[config.mk]
export PLATFORM = sky130hd
export DESIGN_NAME = fdr_ram
export DESIGN_NICKNAME = d
export VERILOG_FILES = /design/src/rtl/core/fdr_ram.sv
export SDC_FILE = /design/constraint.sdc
export NUM_CORES = 2
export LEC_CHECK = 0
export ABC_AREA = 1
export BUFFER_PORTS_ARGS = -buffer_cell sky130_fd_sc_hd__buf_2
export CAP_MARGIN = 20
export CELL_PAD_IN_SITES_DETAIL_PLACEMENT = 1
export CELL_PAD_IN_SITES_GLOBAL_PLACEMENT = 1
export CORE_MARGIN = 2
export CORE_UTILIZATION = 45
export DETAILED_ROUTE_END_ITERATION = 12
export PLACE_DENSITY = 0.79
export SYNTH_ARGS = -nofsm -noshare
export SYNTH_HDL_FRONTEND = slang
export SYNTH_SLANG_ARGS = --single-unit
[constraint.sdc]
create_clock -name clock -period 7.24 [get_ports clock]
set_input_delay 1.086 -clock clock [delete_from_list [all_inputs] [get_ports clock]]
set_output_delay 1.086 -clock clock [all_outputs]
set_load 0.01 [all_outputs]
[src/rtl/core/fdr_ram.sv]
// ---------------------------------------------------------------------------
// Generic RAM
// One write port and one read port with registered read data.
// ---------------------------------------------------------------------------
module fdr_ram #(
   parameter int WIDTH = 32,
   parameter int DEPTH = 64
) (
   input  logic                     clock,
   input  logic                     wr_en,
   input  logic [$clog2(DEPTH)-1:0] wr_addr,
   input  logic [WIDTH-1:0]         wr_data,
   input  logic [$clog2(DEPTH)-1:0] rd_addr,
   output logic [WIDTH-1:0]         rd_data
);
   logic [WIDTH-1:0] mem_ff [DEPTH];
   logic [WIDTH-1:0] rd_data_ff;

   always_ff @(posedge clock) begin
      if (wr_en) begin
         mem_ff[wr_addr] <= wr_data;
      end
      rd_data_ff <= mem_ff[rd_addr];
   end

   assign rd_data = rd_data_ff;
endmodule

# Yosys cells after proc, flatten, opt, wreduce, memory -nomap -nowiden

Memories as Yosys holds them, arrays and structs flattened. A register that Yosys moved wholly into a read port is not among the register bits.
Index checks and enable logic that the tools add are counted.
Widths: inputs -> output; s select.

Flip-flop bits (word level): 0
RAM bits: 2048
Input port bits: 46
Memories kept: 1

Memories:

| name   | words | bits a word | read ports | clocked after Yosys merged registers in | write ports | RTL line | text |
|---|---|---|---|---|---|---|---|
| mem_ff | 64    | 32          | 1          | 1                                       | 1           | 16       | `logic [WIDTH-1:0] mem_ff [DEPTH];` |

Mux-type cells: 2

Operators by type and width:

| operator | count |
|---|---|
| $mux 1   | 2 |

# Depth between registers and ports, before layout

Word-level depth: 2
Gate-level depth with buffers: 13
Depth with buffers taken out: 9

# Worst setup path before layout

Ideal clock, no wire load.

Path type: input -> register
Start: input wr_en
End: memory mem_ff[48][0] (enable)
Library setup time: 502 ps
Arrival time: 4714 ps
Path slack: 2024 ps
Cell stages on the path: 3
Path buffers: 1
Cells stage by stage: clkbuf_1 nand4_1 nor4_1

Longest elaborated chain between the ends: 2

RTL lines:

| item                         | RTL line | text |
|---|---|---|
| start, declared              | 10       | `input logic wr_en,` |
| $mux 1                       | 20       | `if (wr_en) begin` |
| $mux 1 (implied by the code) | 21       | `mem_ff[wr_addr] <= wr_data;` |
| end, declared                | 16       |  |

Every way passes these cells.

==> impl_summary.md <==
STA
The final number of hold-violating endpoints came to 0. The number of pins exceeding their max-slew limit in the final report is 0. The achievable frequency is 0.284 GHz. Setup repair after global routing left no endpoint under its margin.

Of the available clock period, the critical path in the final layout requires 0.487. Setup total negative slack on the finished layout was measured at 0 ns. For the pin with the worst max-slew slack, the measured transition is 1.17 ns. The total setup violations reported at the end of the flow is 0.

The final critical delay including setup and external delays is 3.52 ns. The worst max-slew margin expressed relative to the limit is 0.222. Between clock sinks in the finished design, the worst skew comes to 0.0459 ns.

Finish
The most common library cell in the layout ignoring fill and taps is sky130_fd_sc_hd__nand2_1. Summing all multi-input logic gate instances after layout gives 0.0188 mm². In the final layout, the share of cells above drive strength 1 is 0.0825.

The area growth from synthesis to layout is 11.8%. In the final layout, flip-flops and latches occupy 0.0621 mm². The layout net count is 6798. The number of filler instances in the final layout is 18492. In the layout the commonest cells are sky130_fd_sc_hd__nand2_1, sky130_fd_sc_hd__edfxtp_1, sky130_fd_sc_hd__nand3_1, sky130_fd_sc_hd__clkbuf_16, sky130_fd_sc_hd__buf_4.

Routing
The number of vias per cell is 6.16. The number of violations reported at the end of detailed-routing iteration 0 is 8504. After detailed routing, the total wire length is 284000 µm. The remaining routing DRC violations is 0. In the final routed layout, each cell accounts on average for 30.2 µm. The routed via count is 57925. For this run, the detailed router's first-pass iteration total came to 6. Once detail routing completed, the nets flagged for antenna violations numbered 0.

Clock tree
Counting the buffers created by CTS gives 206. Clock-pin slew was measured on the worst setup and hold paths at 0.07 ns. In this run the post-CTS setup repair buffer count came out at 0. The clock passes through at most 3 buffers. The later-pin clock latency in the skew report is 0.88 ns. The TritonCTS clock tree is built. The root buffer cell chosen for the clock tree is sky130_fd_sc_hd__clkbuf_16. The count of cells resized by post-cts repair is 0. For this design, the CTS-stage hold fixing added 0 buffers. Counting every sink on the clock net gives 2080. The H-tree was split into 4 levels.

Floorplan
The horizontal die dimension is 433 µm. The die extent in y is 433 µm. The number of standard-cell rows in the floorplan is 157. The area of the core region is 0.183 mm². The floorplan step defined a die boundary enclosing 0.187 mm². The starting density of the core is 0.452.

The top-level port count is 78.

Worst setup path
The kind of critical path is input port to register. Of all nets on the critical path, the largest fanout is 208. The category of the worst setup path capture point is a register.

The endpoint required time on the critical path is 8.05 ns. For the worst setup path, the data arrival time is 4.33 ns. The launching element type of the critical path is an input port.

Placed design
Buffers placed on the I/O ports in this run total 77. The final estimated routing congestion in global placement is 0.846. The estimated wirelength of the detail-placed design is 148000 µm.

Synth
The synthesized design contains 2080 register bits. Synthesis instantiated 16 different standard cells from the library. The count of yosys warnings during synthesis is 0. The synthesized area per cell is 12.2 µm². The net count of the mapped netlist is 6815. The post-synthesis sequential area ratio is 0.751. After synthesis the cells add up to 0.0827 mm². The post-synthesis instance total is 6769.

Global routing
The initial antenna violation count was 26. After global routing the overflow that remains totals 0. The global-route wire length before repair is 411000 µm. The via count of the first global-routing pass came to 60785. The pin count of the biggest net entering global routing is 209. The global-route usage over all layers is 0.302.

Power and ir drop
The completed layout was analyzed and its total power is 0.0257 W. The leakage component of the power is 32.2 nW. The areal power density over the cells is 278 mW/mm². The peak supply drop is 0.248 mV.

Flow run
The max-cap check violation count is 0.

Worst hold path
The worst hold path belongs to the class register to register.

Run status
The run finished with clean final reports.
-- Yosys cell counts --
| cell type | n | area share |
|---|---|---|
| sky130_fd_sc_hd__dfxtp_1 | 32 | 0.0077 |
| sky130_fd_sc_hd__nor2_1 | 56 | 0.0025 |
| sky130_fd_sc_hd__nand4_1 | 9 | 0.00068 |
| sky130_fd_sc_hd__inv_4 | 1 | 0.000076 |
| sky130_fd_sc_hd__buf_6 | 3 | 0.00041 |
| sky130_fd_sc_hd__nand3_1 | 1907 | 0.12 |
| sky130_fd_sc_hd__buf_1 | 40 | 0.0018 |
| sky130_fd_sc_hd__inv_2 | 2 | 0.000091 |
| sky130_fd_sc_hd__nand2_1 | 2248 | 0.10 |
| sky130_fd_sc_hd__clkbuf_1 | 77 | 0.0035 |
| sky130_fd_sc_hd__buf_4 | 45 | 0.0041 |
| sky130_fd_sc_hd__nor4_1 | 8 | 0.00060 |
| sky130_fd_sc_hd__edfxtp_1 | 2048 | 0.74 |
| sky130_fd_sc_hd__buf_8 | 2 | 0.00036 |
| sky130_fd_sc_hd__inv_1 | 9 | 0.00041 |
| sky130_fd_sc_hd__buf_2 | 282 | 0.017 |
-- layer usage --
metal	global-route usage	up-vias	part of all wire
li1	-	24110	-
met1	0.382	29483	0.36
met2	0.489	3596	0.48
met3	0.0560	714	0.10
met4	0.173	22	0.057
met5	0	-	0.00061
-- state kept, by name, summed over array words and instances, names as in the netlist --
name	cells
rd_data	32
mem_ff	2048
-- path summary, 6_finish.rpt --
path                 start          to  slack, ns  cells after the start
max             rd_addr[0]  rd_data[5]       3.72                     11
min reg2reg  mem_ff[40][9]  rd_data[9]       0.83                      8
min          mem_ff[40][9]  rd_data[9]       0.83                      8
max reg2reg  mem_ff[58][5]  rd_data[5]       5.22                      8
-- metrics by stage --
stage	setup WS, ns	hold slack (ns)	utilization	instances	cell area, µm²
3_5_place_dp	2.94	0.830	0.469	9008	85900
6_report	3.72	0.829	0.506	9408	92500
2_1_floorplan	2.02	0.721	-	6769	82700
5_1_grt	3.60	0.869	0.506	9407	92500
4_1_cts	3.87	0.827	0.506	9389	92400
3_3_place_gp	2.98	0.801	0.469	9008	85900
-- where the power goes --
| group | leakage, nW | internal (W) | switching [W] |
|---|---|---|---|
| Combinational | 10.3 | 0.000351 | 0.00133 |
| Sequential | 18.7 | 0.0133 | 0.0000690 |
| Clock | 3.20 | 0.00592 | 0.00469 |
| Total | 32.2 | 0.0196 | 0.00609 |
-- cell families after synthesis --
logic type             count (synthesis)  synth area share
DFF                                 2080             0.751
and+or+nand+nor                     4228             0.221
buffers and inverters                461            0.0278
-- final cells by class --
cell class,instances,area share
antenna,19,0.000514
clock buffer,264,0.0592
clock inverter,117,0.0121
inverter,12,0.000879
multi-input combinational,4228,0.203
sequential,2080,0.672
tap,2464,0.0333
timing repair buffer,224,0.0192
-- critical path: stages --
cell and delay (ns):
sky130_fd_sc_hd__buf_8 0.24, sky130_fd_sc_hd__inv_16 0.56, sky130_fd_sc_hd__buf_12 0.45, sky130_fd_sc_hd__nand2_1 0.17, sky130_fd_sc_hd__nand3_1 0.12, sky130_fd_sc_hd__nand3_1 0.10, sky130_fd_sc_hd__nand2_1 0.13, sky130_fd_sc_hd__nand2_1 0.07
sky130_fd_sc_hd__nand3_1 0.44, sky130_fd_sc_hd__nand3_1 0.41, sky130_fd_sc_hd__nand2_1 0.16
No activity file was read; power rests on OpenSTA's default activity.
