**src/rtl/core/fdr_divider.sv**
```systemverilog
// ---------------------------------------------------------------------------
// Restoring divider
// Unsigned division producing one quotient bit per cycle.
// ---------------------------------------------------------------------------
module fdr_divider #(
   parameter int NUM_W = 39,
   parameter int DEN_W = 7
) (
   input  logic             clock,
   input  logic             reset,
   input  logic             start,
   input  logic [NUM_W-1:0] dividend,
   input  logic [DEN_W-1:0] divisor,
   output logic             done,
   output logic [NUM_W-1:0] quotient
);
   localparam int STEP_W = $clog2(NUM_W + 1);

   logic [NUM_W-1:0]  work_ff, work_in;
   logic [DEN_W-1:0]  rem_ff, rem_in;
   logic [STEP_W-1:0] step_ff, step_in;
   logic              busy_ff, busy_in;
   logic              done_ff, done_in;
   logic [DEN_W:0]    trial;
   logic [DEN_W:0]    diff;
   logic              ge;

   assign trial = {rem_ff, work_ff[NUM_W-1]};
   assign ge    = trial >= {1'b0, divisor};
   assign diff  = trial - {1'b0, divisor};

   always_comb begin
      work_in = work_ff;
      rem_in  = rem_ff;
      step_in = step_ff;
      busy_in = busy_ff;
      done_in = 1'b0;
      if (start) begin
         work_in = dividend;
         rem_in  = '0;
         step_in = STEP_W'(NUM_W);
         busy_in = 1'b1;
      end else if (busy_ff) begin
         work_in = {work_ff[NUM_W-2:0], ge};
         rem_in  = ge ? diff[DEN_W-1:0] : trial[DEN_W-1:0];
         step_in = step_ff - 1'b1;
         if (step_ff == STEP_W'(1)) begin
            busy_in = 1'b0;
            done_in = 1'b1;
         end
      end
   end

   always_ff @(posedge clock) begin
      if (reset) begin
         busy_ff <= 1'b0;
         done_ff <= 1'b0;
         step_ff <= '0;
      end else begin
         busy_ff <= busy_in;
         done_ff <= done_in;
         step_ff <= step_in;
      end
      work_ff <= work_in;
      rem_ff  <= rem_in;
   end

   assign done     = done_ff;
   assign quotient = work_ff;
endmodule

```
**config.mk**
```make
export PLATFORM = sky130hd
export DESIGN_NAME = fdr_divider
export DESIGN_NICKNAME = d
export VERILOG_FILES = /design/src/rtl/core/fdr_divider.sv
export SDC_FILE = /design/constraint.sdc
export NUM_CORES = 1
export LEC_CHECK = 0
export ABC_AREA = 1
export BUFFER_PORTS_ARGS = -buffer_cell sky130_fd_sc_hd__buf_2
export CAP_MARGIN = 20
export CORE_MARGIN = 4
export CORE_UTILIZATION = 24
export CTS_BUF_LIST = sky130_fd_sc_hd__clkbuf_4 sky130_fd_sc_hd__clkbuf_8
export CTS_CLUSTER_DIAMETER = 200
export DETAILED_ROUTE_END_ITERATION = 8
export MAX_ROUTING_LAYER = met4
export PLACE_DENSITY = 0.49
export SYNTH_ARGS = -nofsm -noshare
export SYNTH_HDL_FRONTEND = slang
export SYNTH_SLANG_ARGS = --single-unit
```
**constraint.sdc**
```tcl
create_clock -name clock -period 4.7 [get_ports clock]
set_input_delay 0.47 -clock clock [delete_from_list [all_inputs] [get_ports clock]]
set_output_delay 0.47 -clock clock [all_outputs]
set_load 0.03 [all_outputs]
```
[After elaboration in Yosys (flattened, before gate mapping)]
Index checks and enable logic that the tools add are counted.
Storage, ports and cells
  register bits: 54
  input bits: 49
  output and inout port bits: 40
  word-level logic and storage cells: 23
Operators by class
  add/subtract/negate cells: 2
  order comparisons: 1
  eq/ne operators: 1
  multiplexer cells: 9
  bitwise logic cells: 1
  reduce and logical (&&, ||, !) cells: 3
Operators by type and width (count)
  39-bit two-way mux: 2
  6-bit two-way mux: 2
  8-bit by 7-bit greater-or-equal comparator with 1-bit output: 1
  7-bit two-way mux: 1
  7-bit subtractor: 1
  6-bit by 1-bit == test with 1-bit output, second input constant: 1
  6-bit by 1-bit subtractor with 6-bit output, second input constant: 1
  1-bit two-way mux: 4
  3-bit OR reduction: 1
  2-bit nonzero test: 1
  2-bit OR reduction: 1
  1-bit NOT: 1

[Depth between registers and ports, before layout]
  depth after elaboration: 4
  mapped depth: 12
  mapped depth without buffers: 12

[Least setup slack after synthesis]
OpenSTA, ideal clock, no wires.
  path kind: input port to flip-flop
  start: input start
  end: register work_ff[0] (netlist: quotient[0]), enable pin
  library setup time: 0.443 ns
  arrival: 1.505 ns
  required time: 4.257 ns
  path slack: 2.753 ns
  stages: 3
  buffers on the path: 1
  path through: buf_4 nor2_1 inv_1
On the way
  longest elaborated chain between the ends: 1
RTL lines
  from (decl): RTL line 11  | input logic start,
  2-bit nonzero test (no source line)
  to (signal assigned): RTL line 64  | work_ff <= work_in;
  to (decl): RTL line 19  | logic [NUM_W-1:0] work_ff, work_in;
No other way between the ends.
A chain may end at the register's enable or synchronous reset.

[Final worst setup path]
  start: input start
  end: register work_ff[1] (netlist: quotient[1]), enable pin
Same word-level chain as after synthesis.

==> results.env <==
DIE_W_UM=115
ACHIEVABLE-FREQUENCY_GHz=0.414
AVGSYNTHCELLAREA_UM2=8.33
ROUTED_WIRELENGTH_UM=6970
FP.DIEH_UM=115
MIN-DELAY-PATH-CLASS='in -> reg'
ENDPOINT_KIND='register'
VIAS=2366
GR-TOTAL-OVERFLOW=0
POST_SYNTH_INST_COUNT=332
CTS_BUFFER_DEPTH=2
CTS_REPAIR_RESIZE_COUNT=0
FINAL-HOLD-VIOLATION-COUNT=0
NNETSFINAL=479
SLEW_VIOL_FINAL=0
POST_DRT_WL_PER_CELL_UM=12.4
LAYOUT.CELLS.MOST_COMMON_LIST='sky130_fd_sc_hd__nand2_1 (162), sky130_fd_sc_hd__buf_2 (88), sky130_fd_sc_hd__edfxtp_1 (39)'
NETLIST_AREA_UM2=2770
POST_CTS_BUFFERS=0
WORST_SLEW_PIN_SLEW_NS=0.570
CLOCK-SKEW-FINAL_NS=0.0126
FIRSTDRTPASSITERS=4
PLACEMENT.IO_BUFFERS=88
POSTSYNTHREGISTERBITS=54
SYNTHESIS.YOSYS.WARNINGS=0
POWER.DENSITY_nW_PER_UM2=348
CP.ARRIVAL_NS=2.44
FIN_CRIT_NS=2.42
CORE_AREA_UM2=11100
VIAS_PER_CELL=4.22
CRITPATHBUFINV=4
CTS.REPORTEDPATHS.CLKPINSLEW_NS=0.09
COUNT_OF_ANTENNA_DIODES_IN_THE_LAYOUT=0
TRITONCTS='built'
CTS_MADE_BUFFERS=5
GRT_PASS1_WL_UM=11200
CRIT_PATH_LAUNCH_TYPE='input port'
SYN_NETS=391
SYNTH-ASYNC-RESET-RATIO_PCT=0
AREA_GROWTH_SYN_TO_LAYOUT_PCT=26.3
TIMING.SETUP.CRITICAL_PATH_CLASS='in -> reg'
FIRST_GLOBAL_VIAS=2306
TOP_FAMILY_BY_DELAY_ON_CRITICAL_PATH='buffers and inverters'
GRT_MAX_DEGREE=44
SLEW_HEADROOM_PCT=61.8
CTS_HTREE_LEVELS=2
TIMING.MAX_CAP.VIOLATIONS=0
DRT_FIRST_ITER_VIOLATIONS=101
TIMING.SETUP.TNS_NS=0
SYNTH_SEQ_AREA_SHARE_PCT=53.2
FINAL.PERIOD_UTILIZATION_PCT=51.4
CLK-INSERTION-DELAY-LATE_NS=0.31
CTS_HOLD_BUFFERS=0
TRITONCTS_NUM_SINKS=54
YOSYSTOPAREACELLSHARE_PCT=42.3
VDD_DROP_MAX_mV=0.129
YOSYSTOPAREACELL='sky130_fd_sc_hd__edfxtp_1'
CLOCK-ROOT-BUFFER='sky130_fd_sc_hd__clkbuf_8'
INITIAL_CELL_DENSITY_OF_THE_CORE_PCT=25.0
GRT_ANTENNA_BEFORE_REPAIR=0
FILL_CELLS=1184
CP_CELL_SEQUENCE='buf_2, buf_4, nor2_1, clkinv_1, buf_4'
P_LEAK_nW=1.78
POST-ROUTE-DRC-COUNT=0
CPMOSTUSEDCELL='sky130_fd_sc_hd__buf_4'
FLOORPLAN.ROWS=38
MULTIINPUTGATEAREA_UM2=1130
WORST_HOLD_SLACK_NS=0.371
TIMING.CRITICAL_PATH.SLOWEST_STAGE_CELL='sky130_fd_sc_hd__clkinv_1'
SEQ_AREA_UM2=1470
UNREPAIRED_SETUP_ENDPOINTS_AFTER_GLOBAL_ROUTING='false'
DRIVE_ABOVE_1_SHARE_PCT=26.1
WORST_EP_REQUIRED_TIME_NS=4.73
CRITICAL-PATH-MAX-STAGE-DELAY_NS=0.64
ANTENNA_VIOLATING_NETS_POST_ROUTE=0
CRITPATHMAXFANOUT=43
GRT.TOTAL_USAGE_PCT=10.8
LAYOUT_COMMONEST_CELL='sky130_fd_sc_hd__nand2_1'
PIN_COUNT=89
SYNTH_FLOP_CELL='sky130_fd_sc_hd__edfxtp_1'
SETUP_VIOLATION_TOTAL_IN_THE_FINAL_TIMING_REPORT=0
NETLIST-CELL-TYPE-COUNT=33
YS_TOP_CELLS_BY_AREA='sky130_fd_sc_hd__edfxtp_1 (42%), sky130_fd_sc_hd__nand2_1 (22%), sky130_fd_sc_hd__dfxtp_1 (11%), sky130_fd_sc_hd__inv_1 (4.2%), sky130_fd_sc_hd__ha_1 (4.1%)'
STATUS='finished clean'
GLOBALPLACE.CONGESTION=0.774
EDFF_COUNT_SYNTH=39
DIE_OUTLINE_AREA_UM2=13300
DP_HPWL_UM=5310
## cell families after synthesis
group | synth area share, %
adder cells (fa/ha/maj) | 4.79
XOR/XNOR | 0.633
AO/OA/AOI/OAI | 3.62
flip-flops | 53.2
AND/OR/NAND/NOR | 31.8
buffers and inverters | 6.02
## cells in the mapped netlist (2+ instances only)
library cell	n
sky130_fd_sc_hd__o21ai_0	2
sky130_fd_sc_hd__clkbuf_1	8
sky130_fd_sc_hd__nand2_2	2
sky130_fd_sc_hd__nand2_1	162
sky130_fd_sc_hd__nand3b_1	5
sky130_fd_sc_hd__xor2_1	2
sky130_fd_sc_hd__a21oi_1	6
sky130_fd_sc_hd__edfxtp_1	39
sky130_fd_sc_hd__nand3_1	15
sky130_fd_sc_hd__ha_1	9
sky130_fd_sc_hd__dfxtp_1	15
sky130_fd_sc_hd__nor2_1	12
sky130_fd_sc_hd__nand4_1	3
sky130_fd_sc_hd__inv_1	31
sky130_fd_sc_hd__nand3_2	2
sky130_fd_sc_hd__inv_2	2
## metal layers
layer | vias to the layer above | wire [µm] | global-route usage [%] | share of wire, %
met5 | - | 0 | - | 0
met4 | 0 | 58 | 2.11 | 0.83
met3 | 6 | 315 | 2.00 | 4.5
met2 | 65 | 3270 | 16.7 | 47
met1 | 1063 | 3330 | 14.7 | 48
li1 | 1232 | - | - | -
## where the power goes
| group | leakage (nW) | switching [mW] | internal (mW) |
|---|---|---|---|
| Sequential | 0.523 | 0.0280 | 0.565 |
| Clock | 0.0658 | 0.152 | 0.211 |
| Combinational | 1.19 | 0.179 | 0.0825 |
## state kept, by name (all words and copies together), names as in the netlist
register / count
quotient: 39
step_ff: 6
rem_ff: 7
done: 1
busy_ff: 1
## final cells by class
cell class,instances,share of cell area (%)
Tap cell,140,5.01
Sequential cell,54,42.1
Clock inverter,3,1.83
Inverter,33,3.54
Timing Repair Buffer,91,13.2
Clock buffer,5,1.97
Multi-Input combinational cell,235,32.3
## metrics by stage
| step | std cells | worst slack [ns] | cell area [µm²] | power [mW] | utilization [%] |
|---|---|---|---|---|---|
| finish | 561 | 2.28 | 3490 | 1.22 | 31.5 |
| global placement | 553 | 2.04 | 3360 | 0.868 | 30.3 |
| detailed placement | 553 | 1.92 | 3360 | 0.869 | 30.3 |
| floorplan | 332 | 2.75 | 2770 | 0.779 | - |
| global route | 561 | 2.01 | 3490 | 1.28 | 31.5 |
| CTS | 561 | 2.24 | 3490 | 1.23 | 31.5 |
## final timing paths
kind	start	end	slack [ns]	cells past startpoint
setup / recovery	start	quotient[1]	2.28	5
hold / removal	reset	step_ff[5]	0.37	2
setup reg to reg	busy_ff	quotient[1]	2.45	3
hold reg to reg	rem_ff[6]	rem_ff[6]	0.48	2
Power figures use the tool's default switching activity.
