**config.mk**
```make
export PLATFORM = sky130hd
export DESIGN_NAME = fdr_cell
export DESIGN_NICKNAME = d
export VERILOG_FILES = /design/src/rtl/core/fdr_pkg.sv /design/src/rtl/core/fdr_cell.sv
export SDC_FILE = /design/constraint.sdc
export NUM_CORES = 1
export LEC_CHECK = 0
export CAP_MARGIN = 20
export CORE_MARGIN = 5
export CORE_UTILIZATION = 30
export CTS_CLUSTER_SIZE = 40
export DETAILED_ROUTE_END_ITERATION = 8
export DONT_BUFFER_PORTS = 1
export PLACE_DENSITY = 0.56
export SLEW_MARGIN = 0
export SYNTH_ARGS = -nofsm -noshare
export SYNTH_HDL_FRONTEND = slang
export SYNTH_SLANG_ARGS = --single-unit
```
**constraint.sdc**
```tcl
create_clock -name clock -period 3.6 [get_ports clock]
set_input_delay 0.18 -clock clock [delete_from_list [all_inputs] [get_ports clock]]
set_output_delay 0.18 -clock clock [all_outputs]
set_load 0.01 [all_outputs]
```
**src/rtl/core/fdr_pkg.sv**
```systemverilog
// ---------------------------------------------------------------------------
// FDR adjustment package
// Shared widths, defaults and the entry type of the ranking chain.
// ---------------------------------------------------------------------------
package fdr_pkg;
   localparam int DATA_W        = 32;
   localparam int INDEX_W       = 6;
   localparam int MAX_ITEMS_DEF = 64;

   typedef struct packed {
      logic               valid;
      logic [DATA_W-1:0]  value;
      logic [INDEX_W-1:0] index;
   } cell_type;
endpackage

```
**src/rtl/core/fdr_cell.sv**
```systemverilog
// ---------------------------------------------------------------------------
// Ranking cell
// One slot of a chain kept in descending order: inserts a new value in
// place, or shifts toward the head during the back pass.
// ---------------------------------------------------------------------------
module fdr_cell (
   input  logic                         clock,
   input  logic                         reset,
   input  logic                         insert,
   input  logic                         shift,
   input  logic [fdr_pkg::DATA_W-1:0]   new_value,
   input  logic [fdr_pkg::INDEX_W-1:0]  new_index,
   input  fdr_pkg::cell_type            left_cell,
   input  logic                         left_lt,
   input  fdr_pkg::cell_type            right_cell,
   output fdr_pkg::cell_type            own_cell,
   output logic                         own_lt
);
   fdr_pkg::cell_type cell_ff, cell_in;

   assign own_lt = !cell_ff.valid || (cell_ff.value < new_value);

   always_comb begin
      cell_in = cell_ff;
      if (insert) begin
         if (left_lt) begin
            cell_in = left_cell;
         end else if (own_lt) begin
            cell_in.valid = 1'b1;
            cell_in.value = new_value;
            cell_in.index = new_index;
         end
      end else if (shift) begin
         cell_in = right_cell;
      end
   end

   always_ff @(posedge clock) begin
      if (reset) begin
         cell_ff.valid <= 1'b0;
      end else begin
         cell_ff.valid <= cell_in.valid;
      end
      cell_ff.value <= cell_in.value;
      cell_ff.index <= cell_in.index;
   end

   assign own_cell = cell_ff;
endmodule

```
# Word-level counts from Yosys, hierarchy flattened
# Cells that the tools add are included.
# Widths: inputs -> output; s select.
[word_totals]
reg_bits = 39
out_inout_bits = 40
[classes]
magnitude_cmp = 1
n_eq_ne = 1
n_mux = 4
reduce_logical = 4
[op_table]
columns = ["op", "n"]
rows = [
  ["$mux 39", 4],
  ["$lt 32x32->1", 1],
  ["$ne 3x1->1 const B", 1],
  ["$reduce_and 2->1", 1],
  ["$reduce_bool 2->1", 1],
  ["$logic_not 1->1", 1],
  ["$logic_or 1x1->1", 1],
]

# Longest topological paths before layout
# Gate-level depths: netlist of run 1.
[depth]
word_depth = 5
mapped_depth = 8
depth_no_buf = 8

# Least setup slack after synthesis of run 1
# No wires, ideal clock.
[synth_timing]
path_type = "register -> register"
startpoint = "register cell_ff, in the netlist own_cell[36]"
endpoint = "register cell_ff, in the netlist own_cell[0] (enable)"
setup_time_ns = 0.398
arrival_ns = 2.445
setup_slack_ns = 0.757
stages_incl_launch_ff = 8
path_buffers = 0
cell_sequence = "edfxtp_1 ha_1 a21oi_1 nand2_1 a221oi_1 o211ai_1 a31oi_1 o22a_1"
[synth_via]
elab_chain_cells = 4
[synth_rtl]
columns = ["item", "line_no", "source"]
rows = [
  ["start, declared", "fdr_cell.sv:19", "fdr_pkg::cell_type cell_ff, cell_in;"],
  ["$lt 32x32->1", "fdr_cell.sv:21", "assign own_lt = !cell_ff.valid || (cell_ff.value < new_value);"],
  ["$logic_or 1x1->1", "fdr_cell.sv:21", ""],
  ["$ne 3x1->1 (no line)", "-", ""],
  ["$reduce_and 2->1 (no line)", "-", ""],
]
# Every way passes these cells.
# A chain may end at the register's enable or synchronous reset.

# Worst setup path after layout of run 1
[layout_timing]
startpoint = "register cell_ff, in the netlist own_cell[8]"
endpoint = "register cell_ff, in the netlist own_cell[8] (enable)"
# The elaborated chain is that of the path after synthesis.

==> results of run 1 <==
-- placed cells by master (no fill, tap or decap) --
master / n
a211oi_1: 2
a21oi_1: 51
a221oi_1: 1
a31oi_1: 1
a41oi_1: 1
and4_2: 1
clkbuf_1: 3
clkbuf_8: 5
dfxtp_1: 1
dlygate4sd3_1: 1
edfxtp_1: 38
ha_1: 31
inv_1: 32
mux2_2: 1
mux2i_1: 38
nand2_1: 12
nand2b_1: 1
nand3_1: 1
nand3b_1: 1
nand4_1: 2
nand4_2: 1
nor2_1: 43
nor2b_4: 1
nor4_4: 1
o211ai_1: 1
o21ai_0: 5
o21ai_1: 1
o22a_2: 1
o22ai_1: 1
o41ai_1: 1
-- power by group through the flow --
| stage | sequential [mW] | combinational [mW] | clock, mW |
|---|---|---|---|
| after floorplan | 0.608 | 0.179 | 0 |
| after global placement | 0.622 | 0.189 | 0 |
| after detailed placement | 0.623 | 0.196 | 0 |
| after CTS | 0.612 | 0.198 | 0.315 |
| after global routing | 0.617 | 0.227 | 0.331 |
| final | 0.610 | 0.192 | 0.292 |
-- cell families (layout without fill, tap and decap cells) --
group                      count (synthesis)  in the layout  share of synthesized area
buffers and inverters                     46             41                    0.07421
AOI/OAI and AO/OA                         66             66                     0.1270
and+or+nand+nor                           64             64                     0.1055
muxes                                     39             39                     0.1399
adders and majority gates                 31             31                     0.1386
DFF                                       39             39                     0.4148
-- layer usage --
layer  vias to the layer above  global-route usage
met3                         5             0.05539
met1                       882              0.1363
met5                         -                   0
li1                       1006                   -
met2                        96              0.1942
met4                         0             0.02466
-- worst max-delay path, stage by stage, from the launching register on --
cell and delay [ns]:
edfxtp_1 0.45, ha_1 0.32, a211oi_1 0.22, o21ai_1 0.11, a41oi_1 0.31, o41ai_1 0.18, a31oi_1 0.26, o22a_2 0.82
-- worst paths after layout --
| path | start | to | slack [ns] | depth (start not counted) |
|---|---|---|---|---|
| worst min-delay path | left_cell[38] | own_cell[38]$_SDFFE_PP0P_ | 0.05 | 2 |
| worst max-delay path | own_cell[8]$_DFFE_PP_ | own_cell[8]$_DFFE_PP_ | 0.55 | 7 |
| worst max register to register | own_cell[8]$_DFFE_PP_ | own_cell[8]$_DFFE_PP_ | 0.55 | 7 |
| worst min register to register | own_cell[38]$_SDFFE_PP0P_ | own_cell[38]$_SDFFE_PP0P_ | 0.84 | 3 |
-- metrics by stage --
stage	total power, mW	cells	utilization	hold WS, ns	cell area [um^2]
2_1_floorplan	0.7869	285	-	0.2524	2799
3_3_place_gp	0.8111	382	0.3116	0.2547	2851
3_5_place_dp	0.8191	382	0.3116	0.2571	2851
4_1_cts	1.125	391	0.3214	0.03443	2942
5_1_grt	1.175	391	0.3214	0.06132	2942
6_report	1.094	391	0.3214	0.05197	2942
-- final cells by class --
cell class	instances	share of cell area
multi-input cells	200	0.4866
repair buffers	1	0.003403
inverters	32	0.04083
flip-flops and latches	39	0.3947
well taps	111	0.04721
clock buffers	8	0.02722
==> impl_metrics.toml, run 1 <==
[status]
status = "finished clean"

[timing]
rsz0062_at_grt = "false"
worst_pin_slew_ns = 0.9532
worst_slack_ns = 0.5498
relSlewSlack = 0.3645
totalNegativeSetupSlack_ns = 0
slew_violations = 0
fmax_ghz = 0.3278
hold_viol_final = 0
period_share = 0.8473
fin_crit_ns = 3.050
setup_violations = 0
skew_ns = 0.008437

[die]
die_h_um = 106.6
die_w_um = 106.6
initial_utilization = 0.3058
design.core.area_um2 = 9153
dieArea_um2 = 11360
io_pins = 161
std_cell_rows = 35

[placed_design]
post-place-ws_ns = 0.4471
gp_congestion = 0.6954
dp_hpwl_mm = 5.328
numPortBuffers = 0

[clock_tree]
cts-root-buf = "clkbuf_8"
cts_htree_levels = 2
clock_latency_ns = 0.29
clock_path_buffers = 2
hold_buffers = 1
tritoncts = "done"
ctsResizeCount = 0
clock-sinks = 39
numCtsBuffers = 5
clk_pin_slew_worst_paths_ns = 0.07
postCtsSetupBuffers = 0

[drt]
totalWireLength_mm = 6.747
met1_length_mm = 2.710
ant_nets = 0
drc = 0
topRoutingLayerUsed = "met4"
route.met2.wl_mm = 3.155
firstDrtPassIters = 4
first_iter_violations = 76
via_count = 1989
wl_met3_um = 822
routedWlPerCell_um = 17.26
viasPerCell = 5.087

[pwr]
power_frac_clock = 0.267
internal-power_mw = 0.7854
combPwrFrac = 0.176
vdd_ir_drop_max_mv = 0.1389
switching_share = 0.2819
power.switching_mw = 0.3083
seqPwrFrac = 0.557
power_leakage_nw = 1.299
p_per_area_nw_per_um2 = 371.8

[min_path]
holdCritPathClass = "in -> reg"

[finish]
largest_reg_flops = 39
fillers = 949
drive_gt1_frac = 0.03929
layout.nets = 431
multi_input_area_um2 = 1431
insertedDiodeCount = 0
regArea_um2 = 1161
synthToLayoutAreaGrowth_pct = 5.096

[synthesis]
ys_types = 31
syn_nets = 437
avgSynthCellArea_um2 = 9.821
syn_inst = 285
synth.most_common_cell = "a21oi_1"
yosys.area.top_type = "edfxtp_1"
synth_commonest_cells = "51 x a21oi_1, 43 x nor2_1, 38 x edfxtp_1, 38 x mux2i_1, 32 x inv_1"
yosysTopAreaCellShare = 0.4077
yosysWarnings = 0
ys_ff_latch = 39
synth_edf_count = 38
synth-seq-area-share = 0.4148
synth_top_flop_cell = "edfxtp_1"
synthTopCellsByArea = "edfxtp_1 41%, ha_1 14%, mux2i_1 14%, a21oi_1 9.1%, nor2_1 5.8%"
async_reset_ff_frac = 0
syn_area_um2 = 2799

[global_routing]
grt_overflow = 0
antenna_found_initial = 0
grt_use_total = 0.1164
grt_pass1_wl_mm = 10.46
grt_pass1_vias = 2076
grt_max_degree = 81

[setup_path]
start_kind = "register"
required_ns = 3.51
critPathMaxFanout = 38
cp-end-kind = "register"
timing_worst_setup_path_type = "reg -> reg"
crit_arrival_ns = 2.96

[run]
maxCapViolCount = 0
Power figures use the tool's default switching activity.
==> run 2: changes to the inputs <==
- PLACE_DENSITY: 0.56 -> 0.57
- clock period: 3.6 -> 2.4 ns (I/O delays scaled with it)
==> impl_metrics.toml, run 2 (synthesized netlist as in run 1, its figures left out) <==
[placed_design]
numPortBuffers = 0
gp_congestion = 0.7138
dp_hpwl_mm = 5.685
post-place-ws_ns = -0.2852
placed_cells = 417

[clock_tree]
numCtsBuffers = 5
tritoncts = "done"
cts_htree_levels = 2
clock-sinks = 39
cts-root-buf = "clkbuf_8"
clk_pin_slew_worst_paths_ns = 0.08
clock_path_buffers = 2
clock_latency_ns = 0.29

[run]
maxCapViolCount = 0

[min_path]
hp-start = "insert"
holdCritPathClass = "in -> reg"

[global_routing]
grt_overflow = 0
grt_pass1_vias = 2222
grt_max_degree = 81
antenna_found_initial = 0
grt_use_total = 0.1215
grt_pass1_wl_mm = 10.99

[timing]
slew_violations = 0
period_share = 0.9522
worst_pin_slew_ns = 0.3114
fmax_ghz = 0.4376
hold_viol_final = 0
holdWs_ns = 0.03667
worst_slack_ns = 0.1146
relSlewSlack = 0.7917
setup_violations = 0
skew_ns = 0.008849
totalNegativeSetupSlack_ns = 0
fin_crit_ns = 2.285

[die]
die_h_um = 106.6
dieArea_um2 = 11360
die_w_um = 106.6
design.core.area_um2 = 9153
io_pins = 161
std_cell_rows = 35
initial_utilization = 0.3058

[pwr]
vdd_ir_drop_max_mv = 0.2262
combPwrFrac = 0.263
power.switching_mw = 0.5140
seqPwrFrac = 0.491
p_per_area_nw_per_um2 = 519.5
power_leakage_nw = 1.557
power_frac_clock = 0.246
switching_share = 0.2863
internal-power_mw = 1.281

[drt]
via_count = 2156
totalWireLength_mm = 7.269
viasPerCell = 4.979
routedWlPerCell_um = 16.79
drc = 0
ant_nets = 0
first_iter_violations = 62
firstDrtPassIters = 3

[finish]
insertedDiodeCount = 0
layout_common_cells = "49 x a21oi_1, 43 x nor2_1, 38 x mux2i_1, 38 x edfxtp_1, 37 x buf_4"
synthToLayoutAreaGrowth_pct = 23.47
largest_reg_flops = 39
drive_gt1_frac = 0.2143
instances_no_fill = 433
fillers = 924
layout.nets = 473
final_common_cell = "a21oi_1"

[setup_path]
required_ns = 2.40
timing_worst_setup_path_type = "reg -> reg"
startpoint = "own_cell[8]$_DFFE_PP_"
critPathMaxFanout = 14
start_kind = "register"
cp-end-kind = "register"
crit_arrival_ns = 2.29
rr_startpoint = "own_cell[8]$_DFFE_PP_"

[status]
status = "finished clean"
run 2: cell types whose count changed in the layout (fill, tap and decap cells not counted), sizes merged:
cell / previous run / this run
clkinv: 0 / 3
buf: 0 / 40
dlygate4sd3: 1 / 2
clkbuf: 8 / 6
run 2: path summary, 6_finish.rpt:
path,depth (start not counted),slack [ns],endpoint
min reg2reg,3,0.98,own_cell[25]$_DFFE_PP_
max reg2reg,8,0.11,own_cell[6]$_DFFE_PP_
max,8,0.11,own_cell[6]$_DFFE_PP_
min,1,0.04,own_cell[12]$_DFFE_PP_
run 2: per-stage QoR:
step / total power [mW] / utilization / instance area, um^2
global placement: 1.303 / 0.3452 / 3159
global route: 1.931 / 0.3776 / 3456
detailed placement: 1.311 / 0.3452 / 3159
finish: 1.795 / 0.3776 / 3456
floorplan: 1.182 / - / 2808
CTS: 1.776 / 0.3582 / 3278
run 2: cell type report:
cell class / count / area, um^2 / area share
well taps: 111 / 138.9 / 0.04019
clock buffers: 5 / 68.82 / 0.01991
multi-input cells: 200 / 1569 / 0.4540
inverters: 32 / 120.1 / 0.03476
flip-flops and latches: 39 / 1161 / 0.3360
repair buffers: 43 / 382.9 / 0.1108
clock inverters: 3 / 15.01 / 0.004345
run 2: power by group through the flow:
stage	sequential [mW]	combinational [mW]	clock (mW)
2_1_floorplan	0.910	0.271	0
3_3_place_gp	0.891	0.412	0
3_5_place_dp	0.894	0.417	0
4_1_cts	0.878	0.429	0.469
5_1_grt	0.890	0.541	0.500
6_report	0.881	0.473	0.441
run 2: what timing repair did:
| item | CTS | global route |
|---|---|---|
| gates cloned | 0 | 1 |
| hold buffers | 2 | 0 |
| setup endpoints to repair | 39 | 39 |
| setup buffers | 0 | 5 |
| resized for setup | 2 | 14 |
| pin swaps | 2 | 5 |
| hold endpoints to repair | 1 | 0 |
run 2: worst max-delay path: stages (launching register included):
cell and delay [ns]:
edfxtp_1 0.44, ha_4 0.24, a211oi_2 0.23, o21ai_2 0.09
a41oi_2 0.21, o41ai_4 0.10, a31oi_2 0.25, o22a_4 0.25
buf_12 0.16
run 2: metal layers:
metal  track usage  wire (um)  vias up
li1              -          -     1090
met4       0.02466         57        0
met3       0.05238        738        5
met5             0          0        -
met1        0.1467       2983      965
met2        0.2023       3490       96
==> run 3: changes to the inputs <==
- CORE_ASPECT_RATIO: default -> 1.75
==> impl_metrics.toml, run 3 (synthesized netlist as in run 1, its figures left out) <==
[setup_path]
critPathMaxFanout = 19
cp-end-kind = "register"
cpPeakStageDelay_ns = 0.39
timing_worst_setup_path_type = "reg -> reg"
cp_slowest_cell = "edfxtp_1"
crit_arrival_ns = 2.25
start_kind = "register"
crit_chain = "ha_1 > a21oi_2 > nand2_1 > a221oi_1 > o211ai_1 > a31oi_2 > o22a_4 > buf_12"
required_ns = 2.38

[clock_tree]
clk_pin_slew_worst_paths_ns = 0.05
clock_latency_ns = 0.28
clock_path_buffers = 2
clock-sinks = 39
cts_htree_levels = 2
tritoncts = "done"
numCtsBuffers = 5
cts-root-buf = "clkbuf_16"

[timing]
fmax_ghz = 0.4417
totalNegativeSetupSlack_ns = 0
relSlewSlack = 0.7483
fin_crit_ns = 2.264
worst_pin_slew_ns = 0.3735
hold_viol_final = 0
skew_ns = 0.006135
rsz0062_at_grt = "false"
period_share = 0.9433
worst_slack_ns = 0.1360
setup_violations = 0
slew_violations = 0

[finish]
fillers = 958
utilization = 0.3683
instances_no_fill = 436
final_common_cell = "a21oi_1"
insertedDiodeCount = 0
multi_input_area_um2 = 1473
drive_gt1_frac = 0.1677
layout.nets = 467
layout_common_cells = "50 x a21oi_1, 43 x nor2_1, 38 x mux2i_1, 38 x edfxtp_1, 33 x buf_4"
regArea_um2 = 1161
largest_reg_flops = 39
synthToLayoutAreaGrowth_pct = 19.67
finalInstanceArea_um2 = 3349

[drt]
firstDrtPassIters = 4
via_count = 2118
drc = 0
first_iter_violations = 44
viasPerCell = 4.858
routedWlPerCell_um = 16.64
totalWireLength_mm = 7.256
ant_nets = 0

[die]
io_pins = 161
initial_utilization = 0.3078
die_h_um = 137.8
std_cell_rows = 46
design.core.area_um2 = 9094
dieArea_um2 = 11440
die_w_um = 83.02

[run]
maxCapViolCount = 0

[placed_design]
placed_cells = 426
post-place-ws_ns = -0.08092
placed_area_um2 = 3158
gp_congestion = 0.7623
dp_hpwl_mm = 5.924
numPortBuffers = 0

[status]
status = "finished clean"

[pwr]
p_per_area_nw_per_um2 = 581.1
vdd_ir_drop_max_mv = 0.3830
power_leakage_nw = 1.518

[global_routing]
grt_pass1_vias = 2289
grt_overflow = 0
grt_max_degree = 81
grt_use_total = 0.1214
grt_pass1_wl_mm = 10.97
antenna_found_initial = 0

[min_path]
holdCritPathClass = "in -> reg"
## run 3: critical path: cells and delay by family, from the launching register on
kind                       cells  cell delay [ns]
AOI/OAI and AO/OA              5             1.01
adders and majority gates      1             0.35
buffers and inverters          1             0.16
DFF                            1             0.39
and+or+nand+nor                1             0.06
## run 3: repair_timing
action,CTS,global route
setup endpoints to repair,39,39
hold buffers,2,0
pin swaps,0,5
endpoints found under the hold margin,1,0
buffers inserted,0,0
resized for setup,2,6
## run 3: stage by stage
step                      power (mW)  hold slack, ns
after floorplan                1.182          0.1924
after global placement         1.308          0.1941
after detailed placement       1.319          0.1960
after CTS                      1.977         0.03999
after global routing           2.063         0.04071
final                          1.946         0.04917
## run 3: worst paths after layout
| kind | startpoint | end | slack [ns] | cells past startpoint |
|---|---|---|---|---|
| hold reg to reg | own_cell[38]$_SDFFE_PP0P_ | own_cell[17]$_DFFE_PP_ | 0.96 | 3 |
| hold / removal | insert | own_cell[34]$_DFFE_PP_ | 0.05 | 1 |
| setup reg to reg | own_cell[36]$_DFFE_PP_ | own_cell[32]$_DFFE_PP_ | 0.14 | 8 |
| setup / recovery | own_cell[36]$_DFFE_PP_ | own_cell[32]$_DFFE_PP_ | 0.14 | 8 |
## run 3: layer usage
metal / global-route usage / up-vias / wire length [um]
li1: - / 1072 / -
met1: 0.1085 / 951 / 2326
met2: 0.2438 / 90 / 4227
met3: 0.04010 / 5 / 584
met4: 0.05182 / 0 / 117
met5: 0 / - / 0
## run 3: where the power goes
part	internal [mW]	total, mW	switching [mW]
combinational	0.220	0.437	0.216
clock	0.384	0.633	0.249
sequential	0.833	0.877	0.0440
total	1.44	1.95	0.509
## run 3: final cells by class
cell class,instances,share of cell area
multi-input combinational,200,0.4397
sequential,39,0.3467
timing repair buffer,37,0.09189
tap,120,0.04483
clock buffer,7,0.03960
inverter,32,0.03586
clock inverter,1,0.001494
